==> config.mk <==
export PLATFORM = sky130hd
export DESIGN_NAME = strict_priority_multi_stack
export DESIGN_NICKNAME = d
export VERILOG_FILES = /design/src/rtl/core/spms_pkg.sv /design/src/rtl/core/strict_priority_multi_stack.sv
export SDC_FILE = /design/constraint.sdc
export NUM_CORES = 2
export LEC_CHECK = 0
export ABC_AREA = 1
export BUFFER_PORTS_ARGS = -buffer_cell sky130_fd_sc_hd__buf_2
export CAP_MARGIN = 30
export CORE_AREA = 2 2 442 444
export CTS_BUF_LIST = sky130_fd_sc_hd__clkbuf_2
export CTS_CLUSTER_DIAMETER = 40
export DETAILED_ROUTE_END_ITERATION = 6
export DIE_AREA = 0 0 444 446
export PLACE_DENSITY = 0.64
export SETUP_SLACK_MARGIN = 0.3
export SLEW_MARGIN = 10
export SYNTH_ARGS = -nofsm -noshare
export SYNTH_HDL_FRONTEND = slang
export SYNTH_SLANG_ARGS = --single-unit
==> constraint.sdc <==
create_clock -name clk -period 5.7 [get_ports clk]
set_clock_uncertainty 0.2 [all_clocks]
set_input_delay 0.855 -clock clk [delete_from_list [all_inputs] [get_ports clk]]
set_output_delay 0.855 -clock clk [all_outputs]
set_load 0.02 [all_outputs]
==> src/rtl/core/spms_pkg.sv <==
`default_nettype none

package spms_pkg;

  localparam int MAX_CLASSES = 4;
  localparam int CAPACITY    = 16;
  localparam int DATA_WIDTH  = 32;

  localparam int CLASS_W = $clog2(MAX_CLASSES);
  localparam int SLOT_W  = $clog2(CAPACITY);
  localparam int DEPTH_W = $clog2(CAPACITY + 1);
  localparam int ADDR_W  = CLASS_W + SLOT_W;
  localparam int DEPTH   = MAX_CLASSES * CAPACITY;

  localparam int PRIO_W    = 8;
  localparam int NCLS_W    = 3;
  localparam int LIMIT_W   = 5;
  localparam int CFG_IDX_W = 1;
  localparam int CFG_DATA_W = 5;

  localparam logic [NCLS_W-1:0]  CLASSES_RESET = 3'd3;
  localparam logic [LIMIT_W-1:0] LIMIT_RESET   = 5'd10;

  typedef enum logic [CFG_IDX_W-1:0] {
    CFG_CLASSES_IN_USE = 1'b0,
    CFG_TOTAL_LIMIT    = 1'b1
  } spms_cfg_idx_t;

  typedef enum logic [0:0] {
    ACT_ENQUEUE = 1'b0,
    ACT_DEQUEUE = 1'b1
  } spms_action_t;

  typedef enum logic [1:0] {
    ST_STORED  = 2'd0,
    ST_DROPPED = 2'd1,
    ST_POPPED  = 2'd2,
    ST_EMPTY   = 2'd3
  } spms_status_t;

  typedef struct packed {
    spms_action_t            action;
    logic [PRIO_W-1:0]       priority_class;
    logic [DATA_WIDTH-1:0]   entry_data;
  } spms_in_t;

  typedef struct packed {
    spms_status_t            status;
    logic [DATA_WIDTH-1:0]   popped_data;
    logic [CLASS_W-1:0]      popped_class;
    logic [DEPTH_W-1:0]      stored_count;
  } spms_out_t;

endpackage

`default_nettype wire

==> src/rtl/core/strict_priority_multi_stack.sv <==
// Strict-priority multi-stack with a shared entry limit. A word is taken at
// every clock edge at which start is high; busy is always low, so a new word
// can follow in every cycle. Each word gives exactly one result, shown on
// out_word with out_strobe high for one cycle, in the cycle after the word was
// taken. The read of the entry memory is registered. The receiver cannot stall
// the block and must take every result. Configuration writes through cfg_we
// take effect at once and are meant only while no result is pending.
`default_nettype none

module strict_priority_multi_stack (
  input  wire logic                                clk,
  input  wire logic                                rst_n,
  input  wire logic                                start,
  output      logic                                busy,
  input  wire spms_pkg::spms_in_t                  in_word,
  output      logic                                out_strobe,
  output      spms_pkg::spms_out_t                 out_word,
  input  wire logic                                cfg_we,
  input  wire logic [spms_pkg::CFG_IDX_W-1:0]      cfg_index,
  input  wire logic [spms_pkg::CFG_DATA_W-1:0]     cfg_wdata
);

  logic [spms_pkg::NCLS_W-1:0]     classes_r;
  logic [spms_pkg::LIMIT_W-1:0]    limit_r;
  logic [spms_pkg::DEPTH_W-1:0]    depth_r   [spms_pkg::MAX_CLASSES];
  logic [spms_pkg::DEPTH_W-1:0]    depth_nxt [spms_pkg::MAX_CLASSES];
  logic [spms_pkg::DEPTH_W-1:0]    count_r;
  logic [spms_pkg::DEPTH_W-1:0]    count_nxt;

  logic                            strobe_r;
  spms_pkg::spms_status_t          status_r;
  spms_pkg::spms_status_t          status_nxt;
  logic [spms_pkg::CLASS_W-1:0]    class_r;
  logic [spms_pkg::CLASS_W-1:0]    class_nxt;
  logic [spms_pkg::DATA_WIDTH-1:0] rd_data_r;

  logic [spms_pkg::DATA_WIDTH-1:0] mem [spms_pkg::DEPTH];

  logic                            accept;
  logic [spms_pkg::NCLS_W-1:0]     ncls;
  logic [spms_pkg::DEPTH_W-1:0]    lim;
  logic [spms_pkg::CLASS_W-1:0]    push_cls;
  logic [spms_pkg::DEPTH_W-1:0]    push_depth;
  logic                            push_ok;
  logic                            pop_found;
  logic [spms_pkg::CLASS_W-1:0]    pop_cls;
  logic [spms_pkg::DEPTH_W-1:0]    pop_depth;
  logic                            pop_ok;
  logic [spms_pkg::ADDR_W-1:0]     wr_addr;
  logic [spms_pkg::ADDR_W-1:0]     rd_addr;

  assign busy   = 1'b0;
  assign accept = start && !busy;

  always_comb begin
    if (classes_r == '0) begin
      ncls = spms_pkg::NCLS_W'(1);
    end else if (classes_r > spms_pkg::NCLS_W'(spms_pkg::MAX_CLASSES)) begin
      ncls = spms_pkg::NCLS_W'(spms_pkg::MAX_CLASSES);
    end else begin
      ncls = classes_r;
    end
    if (limit_r > spms_pkg::LIMIT_W'(spms_pkg::CAPACITY)) begin
      lim = spms_pkg::DEPTH_W'(spms_pkg::CAPACITY);
    end else begin
      lim = spms_pkg::DEPTH_W'(limit_r);
    end
  end

  always_comb begin
    if (in_word.priority_class >= spms_pkg::PRIO_W'(ncls)) begin
      push_cls = '0;
    end else begin
      push_cls = in_word.priority_class[spms_pkg::CLASS_W-1:0];
    end
    push_depth = depth_r[push_cls];
    push_ok    = (count_r < lim) &&
                 (push_depth < spms_pkg::DEPTH_W'(spms_pkg::CAPACITY));
    wr_addr    = {push_cls, push_depth[spms_pkg::SLOT_W-1:0]};
  end

  // The lowest-numbered class in use that holds an entry wins the pop.
  always_comb begin
    pop_found = 1'b0;
    pop_cls   = '0;
    for (int i = 0; i < spms_pkg::MAX_CLASSES; i++) begin
      if (!pop_found && (spms_pkg::NCLS_W'(i) < ncls) && (depth_r[i] != '0)) begin
        pop_found = 1'b1;
        pop_cls   = spms_pkg::CLASS_W'(i);
      end
    end
    pop_depth = depth_r[pop_cls] - spms_pkg::DEPTH_W'(1);
    pop_ok    = pop_found;
    rd_addr   = {pop_cls, pop_depth[spms_pkg::SLOT_W-1:0]};
  end

  always_comb begin
    for (int i = 0; i < spms_pkg::MAX_CLASSES; i++) begin
      depth_nxt[i] = depth_r[i];
    end
    count_nxt = count_r;
    class_nxt = '0;
    if (in_word.action == spms_pkg::ACT_ENQUEUE) begin
      if (push_ok) begin
        status_nxt          = spms_pkg::ST_STORED;
        depth_nxt[push_cls] = push_depth + spms_pkg::DEPTH_W'(1);
        count_nxt           = count_r + spms_pkg::DEPTH_W'(1);
      end else begin
        status_nxt = spms_pkg::ST_DROPPED;
      end
    end else begin
      if (pop_ok) begin
        status_nxt         = spms_pkg::ST_POPPED;
        class_nxt          = pop_cls;
        depth_nxt[pop_cls] = pop_depth;
        count_nxt          = count_r - spms_pkg::DEPTH_W'(1);
      end else begin
        status_nxt = spms_pkg::ST_EMPTY;
      end
    end
  end

  always_ff @(posedge clk) begin
    if (!rst_n) begin
      classes_r <= spms_pkg::CLASSES_RESET;
      limit_r   <= spms_pkg::LIMIT_RESET;
      for (int i = 0; i < spms_pkg::MAX_CLASSES; i++) begin
        depth_r[i] <= '0;
      end
      count_r  <= '0;
      strobe_r <= 1'b0;
      status_r <= spms_pkg::ST_STORED;
      class_r  <= '0;
    end else begin
      if (cfg_we) begin
        case (cfg_index)
          spms_pkg::CFG_CLASSES_IN_USE: classes_r <= cfg_wdata[spms_pkg::NCLS_W-1:0];
          spms_pkg::CFG_TOTAL_LIMIT:    limit_r   <= cfg_wdata[spms_pkg::LIMIT_W-1:0];
          default: ;
        endcase
      end
      strobe_r <= accept;
      if (accept) begin
        for (int i = 0; i < spms_pkg::MAX_CLASSES; i++) begin
          depth_r[i] <= depth_nxt[i];
        end
        count_r  <= count_nxt;
        status_r <= status_nxt;
        class_r  <= class_nxt;
      end
    end
  end

  always_ff @(posedge clk) begin
    if (accept && (in_word.action == spms_pkg::ACT_ENQUEUE) && push_ok) begin
      mem[wr_addr] <= in_word.entry_data;
    end
    if (accept && (in_word.action == spms_pkg::ACT_DEQUEUE) && pop_ok) begin
      rd_data_r <= mem[rd_addr];
    end
  end

  assign out_strobe            = strobe_r;
  assign out_word.status       = status_r;
  assign out_word.popped_data  = (status_r == spms_pkg::ST_POPPED) ? rd_data_r : '0;
  assign out_word.popped_class = class_r;
  assign out_word.stored_count = count_r;

endmodule

`default_nettype wire

# After elaboration in Yosys (flattened, before gate mapping)
# Memory sizes are Yosys's and may differ from the RTL's. A register that Yosys moved wholly into a read port is not among the register bits.
# Index checks and enable logic that the tools add are counted.
op_classes:
  add_sub_neg: 4
  multipliers: 0
  n_div: 0
  order_cmp: 13
  n_eq_ne: 2
  n_shift: 0
  n_mux: 39
  n_bitwise: 8
  n_reduce_logical: 26
ops:
  columns: ["op", "count"]
  rows:
  - ["2-to-1 mux 20 bit", 3]
  - ["2-to-1 mux 5 bit", 10]
  - ["bitwise mux 20 bit", 2]
  - ["2-to-1 mux 32 bit", 1]
  - ["demux 5 bit (select 2 bit)", 2]
  - ["nonzero test 5 bit", 4]
  - ["logical AND 1 bit", 14]
  - ["2-to-1 mux 1 bit", 13]
  - ["2-to-1 mux 2 bit", 6]
  - ["adder 5 x 1 -> 5 bit (second input constant)", 2]
  - ["subtractor 5 x 1 -> 5 bit (second input constant)", 2]
  - ["greater-or-equal comparator 8 x 3 -> 1 bit", 1]
  - ["greater-or-equal comparator 3 bit (second input constant)", 2]
  - ["< comparator 1 x 3 -> 1 bit (first input constant)", 2]
  - ["< comparator 2 x 3 -> 1 bit (first input constant)", 2]
  - ["< comparator 3 x 1 -> 1 bit (second input constant)", 2]
  - ["2-to-1 mux 3 bit", 2]
  - ["NOT 2 -> 3 bit", 2]
  - ["greater-than comparator 5 bit (second input constant)", 1]
  - ["< comparator 5 bit", 1]
  - ["< comparator 5 bit (second input constant)", 1]
  - ["bitwise OR 1 bit", 4]
  - ["AND reduction 2 bit", 2]
  - ["greater-than comparator 3 bit (second input constant)", 1]
  - ["other kinds (7)", 10]
word_totals:
  register_bits: 18
  latch_bits: 0
  ramBits: 2068
  mem_bits_ro: 0
  in_bits: 51
  out_inout_bits: 43
  elab_cells: 100
  n_memories: 2
memory_table:
  columns: ["name", "depth", "width", "read_ports", "rd_clocked_by_memory_dff", "wr", "line", "rtl"]
  rows:
  - ["mem", 64, 32, 1, 1, 1, "strict_priority_multi_stack.sv:37", "logic [spms_pkg::DATA_WIDTH-1:0] mem [spms_pkg::DEPTH];"]
  - ["depth_r", 4, 5, 6, 0, 4, "strict_priority_multi_stack.sv:25", "logic [spms_pkg::DEPTH_W-1:0] depth_r [spms_pkg::MAX_CLASSES];"]

# Logic depth before layout (Yosys ltp)
depth:
  ltp_word: 27
  ltp_mapped: 22
  mapped_depth_nobuf: 22

# Least setup slack after synthesis
# OpenSTA, ideal clock, no wires.
synth_path:
  kind: "input -> register"
  from: "in in_word[32] in the netlist's numbering"
  to: "mem mem[11][0] in the netlist's numbering (enable)"
  setup_ns: 0.421
  t_arrival_ns: 4.293
  required_ns: 5.079
  setup_slack_ns: 0.786
  path_stages: 17
  path_cell_list: "inv_1 ha_1 inv_1 a21boi_0 o21ai_1 nand2_1 nor2_1 nor2_1 inv_2 o22ai_1 nor2_1 inv_1 nor2_1 inv_1 nor4_2 nand3_1 nor2_1"
synth_via:
  elab_chain_cells: 8
synth_rtl:
  columns: ["element", "line", "rtl"]
  rows:
  - ["from (decl)", "strict_priority_multi_stack.sv:15", "input wire spms_pkg::spms_in_t in_word,"]
  - ["greater-or-equal comparator 8 x 3 -> 1 bit", "strict_priority_multi_stack.sv:71", "if (in_word.priority_class >= spms_pkg::PRIO_W'(ncls)) begin"]
  - ["2-to-1 mux 2 bit *", "strict_priority_multi_stack.sv:71", null]
  - ["memory (4 x 5 bit)", null, null]
  - ["< comparator 5 bit", "strict_priority_multi_stack.sv:78", "(push_depth < spms_pkg::DEPTH_W'(spms_pkg::CAPACITY));"]
  - ["logical AND 1 bit", "strict_priority_multi_stack.sv:77", "push_ok = (count_r < lim) &&"]
  - ["logical AND 1 bit", "strict_priority_multi_stack.sv:155", "if (accept && (in_word.action == spms_pkg::ACT_ENQUEUE) && push_ok) begin"]
  - ["2-to-1 mux 1 bit", "strict_priority_multi_stack.sv:155", null]
  - ["2-to-1 mux 1 bit (not written as such)", "strict_priority_multi_stack.sv:156", "mem[wr_addr] <= in_word.entry_data;"]
  - ["to (decl)", "strict_priority_multi_stack.sv:37", null]
# Every way passes the cells marked *; elsewhere a longest branch is shown, timed or not.

# Final worst setup path
layout_path:
  from: "reg classes_r[2] in the netlist's numbering"
  to: "mem mem[11][18] in the netlist's numbering (enable)"
layout_via:
  elab_chain_cells: 11
  elab_cells_between_ends: 12
layout_rtl:
  columns: ["element", "line", "rtl"]
  rows:
  - ["from (decl)", "strict_priority_multi_stack.sv:23", "logic [spms_pkg::NCLS_W-1:0] classes_r;"]
  - ["from (signal assigned)", "strict_priority_multi_stack.sv:125", "classes_r <= spms_pkg::CLASSES_RESET;"]
  - ["from (signal assigned)", "strict_priority_multi_stack.sv:137", "spms_pkg::CFG_CLASSES_IN_USE: classes_r <= cfg_wdata[spms_pkg::NCLS_W-1:0];"]
  - ["greater-than comparator 3 bit", "strict_priority_multi_stack.sv:58", "end else if (classes_r > spms_pkg::NCLS_W'(spms_pkg::MAX_CLASSES)) begin"]
  - ["2-to-1 mux 3 bit", "strict_priority_multi_stack.sv:58", null]
  - ["2-to-1 mux 3 bit *", "strict_priority_multi_stack.sv:56", "if (classes_r == '0) begin"]
  - ["greater-or-equal comparator 8 x 3 -> 1 bit *", "strict_priority_multi_stack.sv:71", null]
  - ["2-to-1 mux 2 bit *", "strict_priority_multi_stack.sv:71", null]
  - ["memory (4 x 5 bit)", null, null]
  - ["< comparator 5 bit", "strict_priority_multi_stack.sv:78", null]
  - ["logical AND 1 bit", "strict_priority_multi_stack.sv:77", null]
  - ["logical AND 1 bit", "strict_priority_multi_stack.sv:155", null]
  - ["2-to-1 mux 1 bit", "strict_priority_multi_stack.sv:155", null]
  - ["2-to-1 mux 1 bit (not written as such)", "strict_priority_multi_stack.sv:156", null]
# Marked as above.

==> results.py <==
metrics = {
    "outcome": {
        "status": "finished, final reports clean",
    },
    "timing": {
        "hold_viol": 0,
        "worst_pin_slew_ns": 1.232,
        "post-route-period-util": 0.9077,
        "finalSetupTns_ns": 0,
        "fmax_mhz": 193.3,
        "layout_min_cycle_time_ns": 5.174,
        "rsz0062_at_grt": "false",
        "setup_slack_ns": 0.5260,
        "whs_ns": 0.2438,
        "max_slew_margin": 0.1788,
        "slew_violations": 0,
        "final-setup-viol-count": 0,
    },
    "logic_synthesis": {
        "synth-simple-area-share": 0.2230,
        "synth_ff_type": "edfxtp_1",
        "synthTopCellsByCount": "3684 x nand2_1, 2100 x edfxtp_1, 572 x nand3_1",
        "ys_top_cells_by_area": "edfxtp_1 73%, nand2_1 16%, nand3_1 3.3%",
        "ys_async_sr_fraction": 0,
        "synth_fa_ha_area_frac": 0.001819,
        "yosysSeqAreaShare": 0.7316,
        "synth_compound_area_frac": 0.01358,
        "synth-warning-count": 0,
        "syn_inst": 7670,
        "synth_cell_type_count": 44,
        "avgSynthCellArea_um2": 11.30,
        "syn-cell-area_um2": 86680,
        "yosysTopAreaCellShare": 0.7275,
        "ys_seq_elements": 2118,
        "synth-xor-area-share": 0.0004042,
        "yosysMostFrequentCell": "nand2_1",
        "synth-edff-count": 2100,
        "synth_top_cell_by_area": "edfxtp_1",
        "synth.net_count": 7733,
        "synth_top_family_by_area": "simple AND/OR/NAND/NOR gates",
        "synthMuxAreaShare": 0,
    },
    "die": {
        "fp.dieW_um": 444,
        "core-area_um2": 193600,
        "die_h_um": 446,
        "ios": 94,
        "rows": 162,
        "start_util": 0.4478,
        "die_area_um2": 198000,
    },
    "clock_tree": {
        "cts-root-buf": "clkbuf_2",
        "cts.sinks": 2118,
        "postCtsSetupRepairBufs": 0,
        "h-tree-depth": 6,
        "clk_path_buf_depth": 4,
        "cts_buffers": 556,
        "clk_latency_ns": 1.88,
        "cts_tree": "done",
        "clkTransAtPathRegs_ns": 0.10,
    },
    "grt": {
        "grt_use_total": 0.2695,
        "grt_pass1_vias": 59900,
        "grt-ovfl-total": 0,
        "grt_antenna_before_repair": 8,
        "grt_max_degree": 144,
        "grt_pass1_wl_um": 392300,
    },
    "detailed_routing": {
        "drc": 0,
        "ant_nets": 0,
        "postRouteWirelength_um": 269200,
        "vias": 61800,
        "avgViaCountPerCell": 5.536,
        "drt_iter0_markers": 7750,
        "wire_per_inst_um": 24.12,
        "drt_pass1_iterations": 6,
    },
    "min_path": {
        "hold_path_class": "input port to flip-flop",
        "hp-start": "in_word[32]",
    },
    "setup_path": {
        "crit_path_end_kind": "flip-flop",
        "cp_top_family": "buffers and inverters",
        "required_ns": 6.99,
        "crit_path_start": "classes_r[2]",
        "r2r_start": "classes_r[2]",
        "critPathMostFrequentCell": "inv_1",
        "max_stage_delay_ns": 0.59,
        "worstSetupPathType": "flip-flop to flip-flop",
        "start_kind": "flip-flop",
        "critPathBufInv": 9,
        "crit_fanout": 25,
        "crit_chain": "a21oi_1 -> ha_1 -> inv_1 -> a21boi_0 -> o21ai_1 -> nand2_1 -> nor2_1 -> dlygate4sd3_1 -> inv_1 -> nor2_1 -> inv_1 -> o22ai_1 -> nor2_1 -> dlygate4sd3_1 -> inv_1 -> nor2_1 -> inv_1 -> nor4_4 -> nand3_1 -> buf_4 -> nor2_4 -> buf_12",
        "slowest_stage": "dlygate4sd3_1",
        "arrival_ns": 6.46,
    },
    "placed_design": {
        "hpwlAfterDp_um": 148500,
        "port_buffers": 92,
        "pre_cts_slack_ns": 0.8203,
        "dpl_cell_area_um2": 92240,
        "globalplace.congestion": 0.8649,
    },
    "finish": {
        "fillers": 16950,
        "finalInstanceArea_um2": 97910,
        "areaGrowthSynthToFinish_pct": 12.95,
        "fin_util": 0.5058,
        "final_nets": 8349,
        "layout-drive-gt1-share": 0.1506,
    },
    "power": {
        "p_leak_uw": 0.03806,
        "vdd_ir_drop_max_uv": 349.0,
        "p_per_area_nw_per_um2": 372.4,
    },
    "run": {
        "cap_viol_max_count": 0,
    },
}
==> metal layers <==
metal	vias to the layer above	share of wire	track usage
li1	27750	-	-
met1	29730	0.39	0.3630
met2	3775	0.46	0.4204
met3	541	0.11	0.05819
met4	2	0.042	0.1228
met5	-	0.000045	0
==> worst register-to-register path, stage by stage (launching register included) <==
cell,delay [ns]
dfxtp_1,0.48
a21oi_1,0.08
ha_1,0.29
inv_1,0.04
a21boi_0,0.18
o21ai_1,0.08
nand2_1,0.09
nor2_1,0.07
dlygate4sd3_1,0.58
inv_1,0.08
nor2_1,0.06
inv_1,0.21
o22ai_1,0.15
nor2_1,0.10
dlygate4sd3_1,0.59
inv_1,0.08
nor2_1,0.19
inv_1,0.14
nor4_4,0.25
nand3_1,0.16
buf_4,0.26
nor2_4,0.28
buf_12,0.25
==> flip-flops by register name, indices dropped and copies added, names as in the netlist <==
signal	count
class_r	2
classes_r	3
count_r	5
depth_r	20
limit_r	5
mem	2048
out_strobe	1
rd_data_r	32
status_r	2
==> layout by cell type, fill, tap and decap left out, types with 11 or more instances in the layout <==
cell type / instances
clkinv_1: 69
nand3_1: 572
nand2_1: 3680
clkbuf_2: 782
ha_1: 11
dfxtp_1: 18
o211ai_1: 20
inv_1: 165
o21ai_0: 80
buf_12: 96
o22ai_1: 12
buf_4: 169
nor2_4: 69
inv_2: 21
a21oi_1: 79
edfxtp_1: 2100
nand4_1: 257
nor2_2: 11
nor2_1: 110
clkinv_2: 15
buf_2: 92
dlygate4sd3_1: 109
==> through the flow <==
step / power [µW] / cells
floorplan: 22690 / 7670
global placement: 26480 / 10160
detailed placement: 26540 / 10160
CTS: 36490 / 11160
global route: 37980 / 11160
finish: 36460 / 11160
==> where the power goes <==
group / internal [µW] / switching [µW]
logic: 2360 / 6660
registers: 17300 / 91.5
clock network: 3980 / 6080
==> final cells by class <==
cell class	count	area, µm²	share of cell area
multi-input combinational	4966	21280	0.2174
clock buffer	782	3914	0.03997
clock inverter	106	626.9	0.006403
inverter	174	665.6	0.006799
timing repair buffer	470	4803	0.04906
antenna	5	12.51	0.0001278
sequential	2118	63420	0.6478
tap	2542	3181	0.03249
==> path summary, 6_finish.rpt <==
path                                 endpoint  slack, ns  cells past startpoint
worst max register to register    mem[11][18]       0.53                     22
worst min-delay path            depth_r[1][3]       0.24                      9
worst min register to register     class_r[1]       0.28                      2
worst max-delay path              mem[11][18]       0.53                     22
==> logic make-up (layout without fill, tap and decap cells) <==
group,after synthesis,after routing
AOI/OAI and AO/OA,213,213
xor gates and xnor gates,4,4
adders and majority gates,12,12
buffers and inverters,586,1532
DFF,2118,2118
other,1,6
and+or+nand+nor,4736,4736
==> timing repair <==
action,CTS,global route
gates resized for setup,0,6
hold buffers,109,0
setup endpoints to repair,0,381
endpoints found under the hold margin,2680,0
(Power assumes the default switching activity.)
